## config.mk

```make
export PLATFORM = sky130hd
export DESIGN_NAME = pid_speed_controller_unit
export DESIGN_NICKNAME = d
export VERILOG_FILES = /design/src/hdl/spc_pkg.sv /design/src/hdl/spc_ctrl.sv /design/src/hdl/spc_datapath.sv /design/src/hdl/pid_speed_controller_unit.sv
export SDC_FILE = /design/constraint.sdc
export NUM_CORES = 2
export LEC_CHECK = 0
export BUFFER_PORTS_ARGS = -buffer_cell sky130_fd_sc_hd__buf_2
export CAP_MARGIN = 25
export CORE_ASPECT_RATIO = 1.75
export CORE_MARGIN = 4
export CORE_UTILIZATION = 45
export DETAILED_ROUTE_END_ITERATION = 12
export MAX_ROUTING_LAYER = met4
export RECOVER_POWER = 50
export SKIP_LAST_GASP = 1
export SYNTH_ARGS = -nofsm -noshare
export SYNTH_HDL_FRONTEND = slang
export SYNTH_HIERARCHICAL = 1
export SYNTH_SLANG_ARGS = --single-unit
```

## constraint.sdc

```tcl
create_clock -name clk_i -period 9.55 [get_ports clk_i]
set_input_delay 0.955 -clock clk_i [delete_from_list [all_inputs] [get_ports clk_i]]
set_output_delay 0.955 -clock clk_i [all_outputs]
set_load 0.02 [all_outputs]
```

## src/hdl/spc_pkg.sv

```systemverilog
// Package for the PID speed controller: payload structs, register indexes,
// controller states, datapath command/status structs and fixed-point helpers.
// No dependencies.
package spc_pkg;

  // Configuration register indexes, in register-map order.
  typedef enum logic [2:0] {
    CFG_GAIN_P          = 3'd0,
    CFG_GAIN_I          = 3'd1,
    CFG_GAIN_D          = 3'd2,
    CFG_ERROR_SUM_LIMIT = 3'd3,
    CFG_DRIVE_MIN       = 3'd4,
    CFG_DRIVE_MAX       = 3'd5,
    CFG_SAMPLE_PERIOD   = 3'd6,
    CFG_SPEED_SCALE     = 3'd7
  } cfg_idx_e;

  localparam int unsigned CfgIdxW = 3;

  // Two pi in Q16.16.
  localparam logic signed [32:0] TwoPiQ16 = 33'sd411775;

  // Reset value of the speed scale: 1.0 in Q16.16.
  localparam logic [30:0] SpeedScaleRst = 31'd65536;

  // Saturation bounds for the 66-bit product domain.
  localparam logic signed [65:0] Sat32Max = 66'sd2147483647;
  localparam logic signed [65:0] Sat32Min = -66'sd2147483648;

  // Rounding offset for Q32.32 to Q16.16.
  localparam logic signed [65:0] RoundHalf = 66'sd32768;

  typedef struct packed {
    logic               operation;
    logic        [31:0] now_ms;
    logic signed [31:0] target_speed;
    logic signed [15:0] pulse_count;
  } in_item_t;

  typedef struct packed {
    logic signed [31:0] measured_speed;
    logic signed [31:0] drive;
  } out_item_t;

  // Item operation codes.
  localparam logic OpSample = 1'b0;
  localparam logic OpClear  = 1'b1;

  typedef enum logic [3:0] {
    ST_IDLE,
    ST_MUL_SPEED,
    ST_SAT_SPEED,
    ST_MUL_ERR,
    ST_RND_ERR,
    ST_MUL_P,
    ST_MUL_I,
    ST_MUL_D,
    ST_ACC,
    ST_DONE
  } state_e;

  // Operand selection of the shared multiplier.
  typedef enum logic [2:0] {
    MUL_SPEED,
    MUL_ERR,
    MUL_P,
    MUL_I,
    MUL_D
  } mul_sel_e;

  typedef struct packed {
    logic     capture;
    logic     clear;
    logic     prod_en;
    mul_sel_e mul_sel;
    logic     load_speed;
    logic     load_err;
    logic     load_diff;
    logic     acc_init;
    logic     acc_add;
    logic     commit;
  } dp_cmd_t;

  typedef struct packed {
    logic op_clear;
    logic too_early;
  } dp_status_t;

  // Saturate a signed value to the 32-bit signed range.
  function automatic logic signed [31:0] sat32(input logic signed [65:0] v);
    logic signed [31:0] r;
    if (v > Sat32Max) begin
      r = 32'sh7FFF_FFFF;
    end else if (v < Sat32Min) begin
      r = 32'sh8000_0000;
    end else begin
      r = v[31:0];
    end
    return r;
  endfunction

  // Round a Q32.32 product to Q16.16: add one half, then floor shift by 16.
  function automatic logic signed [49:0] round_q16(input logic signed [65:0] v);
    logic signed [65:0] t;
    t = v + RoundHalf;
    return $signed(t[65:16]);
  endfunction

endpackage

```

## src/hdl/spc_ctrl.sv

```systemverilog
// Controller state machine of the PID speed controller.
// Sequences the datapath through the product chain and owns both handshakes.
// Depends on spc_pkg.
module spc_ctrl (
  input  logic                clk_i,
  input  logic                rst_ni,
  input  logic                in_valid_i,
  output logic                in_ready_o,
  output logic                out_valid_o,
  input  logic                out_ready_i,
  input  spc_pkg::dp_status_t status_i,
  output spc_pkg::dp_cmd_t    cmd_o
);

  spc_pkg::state_e state_q, state_d;
  logic            out_valid_q, out_valid_d;
  logic            in_fire;

  assign in_ready_o  = (state_q == spc_pkg::ST_IDLE);
  assign in_fire     = in_valid_i && in_ready_o;
  assign out_valid_o = out_valid_q;

  // State and output-valid registers.
  always_ff @(posedge clk_i or negedge rst_ni) begin
    if (!rst_ni) begin
      state_q     <= spc_pkg::ST_IDLE;
      out_valid_q <= 1'b0;
    end else begin
      state_q     <= state_d;
      out_valid_q <= out_valid_d;
    end
  end

  // Next state and datapath commands.
  always_comb begin
    state_d       = state_q;
    cmd_o         = '0;
    cmd_o.mul_sel = spc_pkg::MUL_SPEED;
    unique case (state_q)
      spc_pkg::ST_IDLE: begin
        if (in_fire) begin
          cmd_o.capture = 1'b1;
          if (status_i.op_clear) begin
            cmd_o.clear = 1'b1;
          end else if (!status_i.too_early) begin
            state_d = spc_pkg::ST_MUL_SPEED;
          end
        end
      end
      spc_pkg::ST_MUL_SPEED: begin
        cmd_o.prod_en = 1'b1;
        cmd_o.mul_sel = spc_pkg::MUL_SPEED;
        state_d       = spc_pkg::ST_SAT_SPEED;
      end
      spc_pkg::ST_SAT_SPEED: begin
        cmd_o.load_speed = 1'b1;
        state_d          = spc_pkg::ST_MUL_ERR;
      end
      spc_pkg::ST_MUL_ERR: begin
        cmd_o.prod_en = 1'b1;
        cmd_o.mul_sel = spc_pkg::MUL_ERR;
        state_d       = spc_pkg::ST_RND_ERR;
      end
      spc_pkg::ST_RND_ERR: begin
        cmd_o.load_err = 1'b1;
        state_d        = spc_pkg::ST_MUL_P;
      end
      spc_pkg::ST_MUL_P: begin
        cmd_o.prod_en   = 1'b1;
        cmd_o.mul_sel   = spc_pkg::MUL_P;
        cmd_o.load_diff = 1'b1;
        state_d         = spc_pkg::ST_MUL_I;
      end
      spc_pkg::ST_MUL_I: begin
        cmd_o.prod_en  = 1'b1;
        cmd_o.mul_sel  = spc_pkg::MUL_I;
        cmd_o.acc_init = 1'b1;
        state_d        = spc_pkg::ST_MUL_D;
      end
      spc_pkg::ST_MUL_D: begin
        cmd_o.prod_en = 1'b1;
        cmd_o.mul_sel = spc_pkg::MUL_D;
        cmd_o.acc_add = 1'b1;
        state_d       = spc_pkg::ST_ACC;
      end
      spc_pkg::ST_ACC: begin
        cmd_o.acc_add = 1'b1;
        state_d       = spc_pkg::ST_DONE;
      end
      spc_pkg::ST_DONE: begin
        // Load the result only when the output register is free or emptying.
        if (!out_valid_q || out_ready_i) begin
          cmd_o.commit = 1'b1;
          state_d      = spc_pkg::ST_IDLE;
        end
      end
      default: begin
        state_d = spc_pkg::ST_IDLE;
      end
    endcase
  end

  // The output register holds one result until the receiver takes it.
  always_comb begin
    out_valid_d = out_valid_q;
    if (out_valid_q && out_ready_i) begin
      out_valid_d = 1'b0;
    end
    if (cmd_o.commit) begin
      out_valid_d = 1'b1;
    end
  end

  // A committed result is never written over a result that is still waiting.
  a_commit_free: assert property (@(posedge clk_i) disable iff (!rst_ni)
    cmd_o.commit |-> (!out_valid_q || out_ready_i))
    else $error("result committed over a pending result");

  // A commit always presents a result in the next cycle.
  a_commit_shows: assert property (@(posedge clk_i) disable iff (!rst_ni)
    cmd_o.commit |=> out_valid_o)
    else $error("committed result not presented");

  // A sample transaction that is due starts the product chain.
  a_sample_starts: assert property (@(posedge clk_i) disable iff (!rst_ni)
    (in_fire && !status_i.op_clear && !status_i.too_early)
      |=> (state_q == spc_pkg::ST_MUL_SPEED))
    else $error("due sample did not start the computation");

  // Clear and early transactions leave the controller idle.
  a_skip_stays_idle: assert property (@(posedge clk_i) disable iff (!rst_ni)
    (in_fire && (status_i.op_clear || status_i.too_early))
      |=> (state_q == spc_pkg::ST_IDLE))
    else $error("skipped transaction left idle");

endmodule

```

## src/hdl/spc_datapath.sv

```systemverilog
// Datapath of the PID speed controller: configuration registers, loop state,
// one shared 33x33 signed multiplier, rounding, saturation and clamping.
// Depends on spc_pkg.
module spc_datapath (
  input  logic                            clk_i,
  input  logic                            rst_ni,
  input  logic                            cfg_valid_i,
  input  logic [spc_pkg::CfgIdxW-1:0]     cfg_index_i,
  input  logic [31:0]                     cfg_data_i,
  input  spc_pkg::in_item_t               in_data_i,
  input  spc_pkg::dp_cmd_t                cmd_i,
  output spc_pkg::dp_status_t             status_o,
  output spc_pkg::out_item_t              out_data_o
);

  // Configuration registers.
  logic signed [31:0] gain_p_q, gain_i_q, gain_d_q;
  logic        [30:0] sum_limit_q;
  logic signed [31:0] drive_min_q, drive_max_q;
  logic        [15:0] period_q;
  logic        [30:0] scale_q;

  // Loop state.
  logic        [31:0] last_q;
  logic signed [31:0] sum_q, prev_q;

  // Working registers.
  spc_pkg::in_item_t  in_q;
  logic signed [31:0] speed_q, err_q, diff_q;
  logic signed [32:0] delta_q;
  logic signed [65:0] prod_q;
  logic signed [49:0] acc_q;
  spc_pkg::out_item_t out_q;

  // Combinational terms.
  logic        [31:0] elapsed;
  logic signed [32:0] mul_a, mul_b;
  logic signed [65:0] prod_w;
  logic signed [31:0] speed_sat;
  logic signed [32:0] delta_w;
  logic signed [49:0] prod_rnd;
  logic signed [31:0] err_sat;
  logic signed [32:0] diff_w;
  logic signed [31:0] diff_sat;
  logic signed [49:0] drive_max_x, drive_min_x, acc_hi;
  logic signed [31:0] drive_w;
  logic signed [33:0] sum_raw, lim_pos, lim_neg;
  logic signed [31:0] sum_next;

  // Configuration writes; every index of the port maps to a register.
  always_ff @(posedge clk_i or negedge rst_ni) begin
    if (!rst_ni) begin
      gain_p_q    <= '0;
      gain_i_q    <= '0;
      gain_d_q    <= '0;
      sum_limit_q <= '0;
      drive_min_q <= '0;
      drive_max_q <= '0;
      period_q    <= '0;
      scale_q     <= spc_pkg::SpeedScaleRst;
    end else if (cfg_valid_i) begin
      unique case (spc_pkg::cfg_idx_e'(cfg_index_i))
        spc_pkg::CFG_GAIN_P:          gain_p_q    <= $signed(cfg_data_i);
        spc_pkg::CFG_GAIN_I:          gain_i_q    <= $signed(cfg_data_i);
        spc_pkg::CFG_GAIN_D:          gain_d_q    <= $signed(cfg_data_i);
        spc_pkg::CFG_ERROR_SUM_LIMIT: sum_limit_q <= cfg_data_i[30:0];
        spc_pkg::CFG_DRIVE_MIN:       drive_min_q <= $signed(cfg_data_i);
        spc_pkg::CFG_DRIVE_MAX:       drive_max_q <= $signed(cfg_data_i);
        spc_pkg::CFG_SAMPLE_PERIOD:   period_q    <= cfg_data_i[15:0];
        spc_pkg::CFG_SPEED_SCALE:     scale_q     <= cfg_data_i[30:0];
        default:                      period_q    <= period_q;
      endcase
    end
  end

  // Sample timing check, modulo 2^32.
  assign elapsed            = in_data_i.now_ms - last_q;
  assign status_o.too_early = (elapsed < {16'd0, period_q});
  assign status_o.op_clear  = (in_data_i.operation == spc_pkg::OpClear);

  // Shared multiplier operand selection.
  always_comb begin
    unique case (cmd_i.mul_sel)
      spc_pkg::MUL_SPEED: begin
        mul_a = {{17{in_q.pulse_count[15]}}, in_q.pulse_count};
        mul_b = {2'b00, scale_q};
      end
      spc_pkg::MUL_ERR: begin
        mul_a = delta_q;
        mul_b = spc_pkg::TwoPiQ16;
      end
      spc_pkg::MUL_P: begin
        mul_a = {gain_p_q[31], gain_p_q};
        mul_b = {err_q[31], err_q};
      end
      spc_pkg::MUL_I: begin
        mul_a = {gain_i_q[31], gain_i_q};
        mul_b = {sum_q[31], sum_q};
      end
      spc_pkg::MUL_D: begin
        mul_a = {gain_d_q[31], gain_d_q};
        mul_b = {diff_q[31], diff_q};
      end
      default: begin
        mul_a = '0;
        mul_b = '0;
      end
    endcase
  end

  assign prod_w = mul_a * mul_b;

  // Speed saturation and the setpoint difference.
  assign speed_sat = spc_pkg::sat32(prod_q);
  assign delta_w   = {in_q.target_speed[31], in_q.target_speed} - {speed_sat[31], speed_sat};

  // Rounded product, error saturation and derivative difference.
  assign prod_rnd = spc_pkg::round_q16(prod_q);
  assign err_sat  = spc_pkg::sat32({{16{prod_rnd[49]}}, prod_rnd});
  assign diff_w   = {err_q[31], err_q} - {prev_q[31], prev_q};
  assign diff_sat = spc_pkg::sat32({{33{diff_w[32]}}, diff_w});

  // Drive clamp: the lower bound wins when the bounds are inverted.
  assign drive_max_x = {{18{drive_max_q[31]}}, drive_max_q};
  assign drive_min_x = {{18{drive_min_q[31]}}, drive_min_q};
  assign acc_hi      = (acc_q > drive_max_x) ? drive_max_x : acc_q;
  assign drive_w     = (acc_hi < drive_min_x) ? drive_min_q : acc_hi[31:0];

  // Error sum update with symmetric clamp.
  assign sum_raw = {{2{sum_q[31]}}, sum_q} + {{2{err_q[31]}}, err_q};
  assign lim_pos = {3'b000, sum_limit_q};
  assign lim_neg = -lim_pos;
  always_comb begin
    if (sum_raw > lim_pos) begin
      sum_next = lim_pos[31:0];
    end else if (sum_raw < lim_neg) begin
      sum_next = lim_neg[31:0];
    end else begin
      sum_next = sum_raw[31:0];
    end
  end

  // Loop state: error sum and previous error cleared by a clear transaction, all advanced by each result.
  always_ff @(posedge clk_i or negedge rst_ni) begin
    if (!rst_ni) begin
      last_q <= '0;
      sum_q  <= '0;
      prev_q <= '0;
    end else if (cmd_i.clear) begin
      sum_q  <= '0;
      prev_q <= '0;
    end else if (cmd_i.commit) begin
      last_q <= in_q.now_ms;
      sum_q  <= sum_next;
      prev_q <= err_q;
    end
  end

  // Working and output registers.
  always_ff @(posedge clk_i) begin
    if (cmd_i.capture) begin
      in_q <= in_data_i;
    end
    if (cmd_i.prod_en) begin
      prod_q <= prod_w;
    end
    if (cmd_i.load_speed) begin
      speed_q <= speed_sat;
      delta_q <= delta_w;
    end
    if (cmd_i.load_err) begin
      err_q <= err_sat;
    end
    if (cmd_i.load_diff) begin
      diff_q <= diff_sat;
    end
    if (cmd_i.acc_init) begin
      acc_q <= prod_rnd;
    end else if (cmd_i.acc_add) begin
      acc_q <= acc_q + prod_rnd;
    end
    if (cmd_i.commit) begin
      out_q.measured_speed <= speed_q;
      out_q.drive          <= drive_w;
    end
  end

  assign out_data_o = out_q;

  // A clear leaves both loop terms at zero.
  a_clear_zeroes: assert property (@(posedge clk_i) disable iff (!rst_ni)
    cmd_i.clear |=> (sum_q == '0) && (prev_q == '0))
    else $error("clear did not zero the loop state");

  // With ordered bounds the committed drive lies inside them.
  a_drive_bounded: assert property (@(posedge clk_i) disable iff (!rst_ni)
    (cmd_i.commit && (drive_min_q <= drive_max_q))
      |=> (out_q.drive >= $past(drive_min_q)) && (out_q.drive <= $past(drive_max_q)))
    else $error("drive outside its bounds");

endmodule

```

## src/hdl/pid_speed_controller_unit.sv

```systemverilog
// Top level of the PID speed controller with integral clamp (Q16.16).
// Instantiates spc_ctrl and spc_datapath; depends on spc_pkg.
//
// Usage:
//   in channel   (in_valid_i/in_ready_o, in_data_i): one item per transaction,
//                either a sample attempt or a clear of the error sum and the
//                previous error.
//   out channel  (out_valid_o/out_ready_i, out_data_o): measured speed and
//                drive, one result for each sample that is due; clear items
//                and samples that arrive before the sample period has passed
//                give no result.
//   cfg channel  (cfg_valid_i/cfg_ready_o, cfg_index_i, cfg_data_i): register
//                writes, always ready; write only while the block is idle.
// Operation: a due sample passes through nine controller states built around one
// shared 33x33 multiplier that forms five chained products; a new item is
// accepted only once the result of the previous one is committed. Clear and
// early items are accepted in the idle state and leave the controller idle.
// Reset sets the configuration registers to their reset values (speed scale
// 1.0) and the loop state to zero. A stalled receiver holds the result in the
// output register; the next item is still accepted and is computed, then waits
// in the final state until the output register frees up.
module pid_speed_controller_unit (
  input  logic                        clk_i,
  input  logic                        rst_ni,
  input  logic                        in_valid_i,
  output logic                        in_ready_o,
  input  spc_pkg::in_item_t           in_data_i,
  output logic                        out_valid_o,
  input  logic                        out_ready_i,
  output spc_pkg::out_item_t          out_data_o,
  input  logic                        cfg_valid_i,
  output logic                        cfg_ready_o,
  input  logic [spc_pkg::CfgIdxW-1:0] cfg_index_i,
  input  logic [31:0]                 cfg_data_i
);

  spc_pkg::dp_cmd_t    cmd;
  spc_pkg::dp_status_t status;

  // Register writes complete in the cycle they are offered.
  assign cfg_ready_o = 1'b1;

  spc_ctrl u_ctrl (
    .clk_i       (clk_i),
    .rst_ni      (rst_ni),
    .in_valid_i  (in_valid_i),
    .in_ready_o  (in_ready_o),
    .out_valid_o (out_valid_o),
    .out_ready_i (out_ready_i),
    .status_i    (status),
    .cmd_o       (cmd)
  );

  spc_datapath u_datapath (
    .clk_i       (clk_i),
    .rst_ni      (rst_ni),
    .cfg_valid_i (cfg_valid_i),
    .cfg_index_i (cfg_index_i),
    .cfg_data_i  (cfg_data_i),
    .in_data_i   (in_data_i),
    .cmd_i       (cmd),
    .status_o    (status),
    .out_data_o  (out_data_o)
  );

endmodule

```

==> run summary <==
The flow ran to the end, but the final reports show violations. The final reports fail on max-capacitance violations, max-slew violations, negative setup slack. By area, the combinational part of the netlist is dominated by adder cells. The slowest library cell on the worst path is sky130_fd_sc_hd__fa_2. The total track usage was 0.348. The final critical-path share of the clock period was 1.03; the synthesized netlist net count was 10400. The floorplan step defined a core boundary enclosing 182000 um2. The run gives 0.72 ns as the clock latency on the worst-skew pair. The worst setup path is of the flip-flop to flip-flop kind.

The number of buffers between clock root and the deepest sink was 3. The number of buffers inserted by port buffering was 186; the share of synthesized cell area in and, or, nand and nor gates was 0.112. Largest stage delay on the critical path: 0.62 ns.

Synthesized area divided by synthesized cell count: 9.72 um2. The final period demand of the worst path is 9.80 ns. The count of pins over their slew limit came out at 69. After detailed placement, the total cell area comes to 92800 um2. In this run the core area contains 207 standard-cell rows.

Fill cells in the final layout number 16600. Mapped cell area: 82700 um2. The HPWL after detailed placement is 269000 um. During synthesis, Yosys emitted a total of 6 warnings. STA classifies the critical path endpoint as a flip-flop. For the pin with the worst max-slew slack, the measured transition is 4.32 ns. At the worst endpoint, the required time is 10.02 ns. The run gives 0 as the total congestion overflow after global routing. The number of I/O pins was 188; the synthesis-stage register bit count was 728. The die is 332 um wide. Counting every sink on the clock net gives 728. Part of the Yosys area used for sequential elements: 0.244.

The net total in the final layout came out at 11100. The tools report the number of hold-slack violations in the final timing report as 0. TritonCTS built the clock tree. For the final worst clock skew, the log shows 0.0769 ns. The setup violation total in the final timing report came out at 18. The post-detailed-route via-to-cell ratio is 5.61. The logs give 103000 um for the routed metal-1 wire length and 10.27 ns for the endpoint arrival time on the critical path. The H-tree was split into 3 levels. The share of post-route cells with drive strength above 1 was 0.190.

The uppermost metal layer occupied by signal nets is met4. The die covers 191000 um2. Total met3 wirelength after detailed routing: 15500 um. In the detailed route, the total length drawn on met2 is 162000 um.

The multiplexer area fraction after synthesis is 0.0533. Setup repair after global routing could not meet its margin everywhere. Largest net degree at the start of global routing: 151. The relative slew slack is -1.88, and the number of global-route vias before repair is 71000. The run gives 0 as the number of nets with antenna violations after routing. The number of antenna violations at the first check in global routing was 25; the global placer's final weighted congestion was 1.07. Top flip-flop cell by instance count after synthesis: sky130_fd_sc_hd__edfxtp_1. Class of the worst hold path: primary input to flip-flop.

For this run, design rule violations remaining after detail routing come to 0. The area growth from synthesis to layout is 18.4%. The least setup slack across all paths after layout was -0.247 ns.

The tools report the root buffer cell as sky130_fd_sc_hd__clkbuf_16. The number of buffers and inverters on the critical path is 14. The post-synthesis async set-or-reset flop share came out at 0.466. Clock tree synthesis inserted a total of 74 buffers. The xor/xnor share of the synthesized area came out at 0.0309. The first routing iteration left 3890 violations.

The tools report the initial core utilization as 0.454. The die is 575 um tall. Counting stages on the worst path, the most repeated cell is sky130_fd_sc_hd__fa_1. The post-synthesis compound-gate area fraction is 0.104, and the length of the first detailed-routing pass in iterations is 7.

The number of distinct library cell variants in the gate-level netlist after synthesis came out at 114. The average wire per cell in the routed design was 27.6 um. Post-synthesis adder-cell area fraction: 0.366.

The kind of cell adding the most delay to the critical path was adder cells. The count of flip-flops with a built-in enable after synthesis was 389; the maximum operating frequency was 102 MHz. The critical-path maximum fanout works out to 12. The worst setup path is launched from a flip-flop. For this block, the via count after detailed routing is 65900. The gate count after technology mapping was 8509; the global-route wire length before repair was 469000 um. The max-capacitance violation count was 1. The finished cells cover 97900 um2.

The clock transition at the registers of the reported paths came out at 0.07 ns. The final routed wirelength across all metal layers is 324000 um.
worst paths after layout:
kind	endpoint	cells past startpoint	startpoint	slack, ns
hold / removal	u_datapath/in_q[43]$_DFFE_PP_	1	in_data_i[43]	0.41
min in group asynchronous	u_datapath/drive_min_q[29]$_DFFE_PN0P_	1	rst_ni	1.77
max in group asynchronous	u_datapath/sum_limit_q[19]$_DFFE_PN0P_	3	rst_ni	4.84
setup reg to reg	u_datapath/prod_q[55]$_DFFE_PP_	37	u_ctrl/state_q[0]$_DFFE_PN0P_	-0.25
hold reg to reg	u_datapath/out_data_o[33]$_DFFE_PP_	0	u_datapath/speed_q[1]$_DFFE_PP_	0.42
setup / recovery	u_datapath/prod_q[55]$_DFFE_PP_	37	u_ctrl/state_q[0]$_DFFE_PN0P_	-0.25
synthesized netlist by cell type (187+ instances only):
master                        n  area, um2
sky130_fd_sc_hd__edfxtp_1   389      11700
sky130_fd_sc_hd__ha_1       572       7160
sky130_fd_sc_hd__o21ai_0    246       1230
sky130_fd_sc_hd__nor2_1     748       2810
sky130_fd_sc_hd__inv_1     1593       5980
sky130_fd_sc_hd__nand2_1    865       3250
sky130_fd_sc_hd__dfrtp_1    338       8460
sky130_fd_sc_hd__mux2_2     277       3120
sky130_fd_sc_hd__a21oi_1    327       1640
sky130_fd_sc_hd__clkbuf_1   275       1030
sky130_fd_sc_hd__a21o_1     207       1550
sky130_fd_sc_hd__fa_1      1151      23000
sky130_fd_sc_hd__xnor2_1    187       1640
repair_timing:
action / in CTS / in global routing
buffers inserted: 49 / 16
pin swaps: 85 / 60
hold endpoints to repair: 0 / 0
cloned: 6 / 2
setup endpoints to repair: 38 / 37
hold buffers: 0 / 0
gates resized for setup: 325 / 79
layout by cell type (no fill, tap or decap), types with 56 or more instances in the layout:
cell type and n:
sky130_fd_sc_hd__dfrtp_1 337, sky130_fd_sc_hd__buf_6 60, sky130_fd_sc_hd__buf_12 127, sky130_fd_sc_hd__nor2_1 725, sky130_fd_sc_hd__buf_2 147, sky130_fd_sc_hd__buf_4 636, sky130_fd_sc_hd__mux2i_1 121, sky130_fd_sc_hd__inv_1 1579
sky130_fd_sc_hd__mux2_2 277, sky130_fd_sc_hd__o21ai_0 223, sky130_fd_sc_hd__nand3_1 84, sky130_fd_sc_hd__ha_1 556, sky130_fd_sc_hd__o21a_1 56, sky130_fd_sc_hd__fa_1 1107, sky130_fd_sc_hd__nand2_1 857, sky130_fd_sc_hd__xnor2_1 180
sky130_fd_sc_hd__a21oi_1 297, sky130_fd_sc_hd__xor2_1 94, sky130_fd_sc_hd__clkbuf_16 77, sky130_fd_sc_hd__nand4_1 75, sky130_fd_sc_hd__edfxtp_1 389, sky130_fd_sc_hd__a21o_1 205
final cells by class:
| class | count | area [um2] | area share |
|---|---|---|---|
| well taps | 2403 | 3010 | 0.0307 |
| diodes | 27 | 67.6 | 0.000690 |
| multi-input cells | 5835 | 56700 | 0.579 |
| clock inverters | 48 | 699 | 0.00714 |
| inverters | 1593 | 5990 | 0.0611 |
| repair buffers | 1032 | 9300 | 0.0950 |
| flip-flops and latches | 728 | 20200 | 0.206 |
| clock buffers | 89 | 1960 | 0.0200 |
state kept, by name (all words and copies together) (netlist names), 33 cells and up:
name	cells
u_datapath/in_q	80
u_datapath/out_data_o	64
u_datapath/prod_q	66
u_datapath/delta_q	33
u_datapath/acc_q	50
cells by family (layout without fill, tap and decap cells):
family,after synthesis,count (layout)
adders and majority gates,1730,1730
buffers and inverters,1946,2762
xor gates and xnor gates,288,288
muxes,406,406
DFF,728,728
and+or+nand+nor,2129,2129
AOI/OAI and AO/OA,1281,1281
other,1,28
routing by layer:
layer / GRT usage / vias up
li1: - / 29000
met1: 0.330 / 33300
met2: 0.592 / 2400
met3: 0.0476 / 1228
met4: 0.351 / 0
met5: - / -
stage by stage:
step | util | hold WS (ns) | TNS [ns] | worst slack (ns) | cells
CTS | 0.534 | 0.216 | -2.01 | -0.210 | 11700
finish | 0.537 | 0.408 | -2.41 | -0.247 | 11800
global placement | 0.509 | 0.404 | -17.86 | -0.901 | 11500
global route | 0.537 | 0.376 | -8.84 | -0.487 | 11700
detailed placement | 0.509 | 0.405 | -18.90 | -0.925 | 11500
floorplan | - | 0.400 | -0.0142 | -0.00748 | 8509
worst reg2reg max path, delay by kind of cell (launching register included):
kind                     cells  cell delay, ns
AO/OA/AOI/OAI                7            1.49
flip-flops                   1            0.41
buffers and inverters       14            2.05
AND/OR/NAND/NOR              5            0.67
adder cells (fa/ha/maj)      9            4.69
XOR/XNOR                     2            0.25
Power is not shown: default switching activity piles up to over one toggle a cycle in this logic, so the estimate is an artifact.
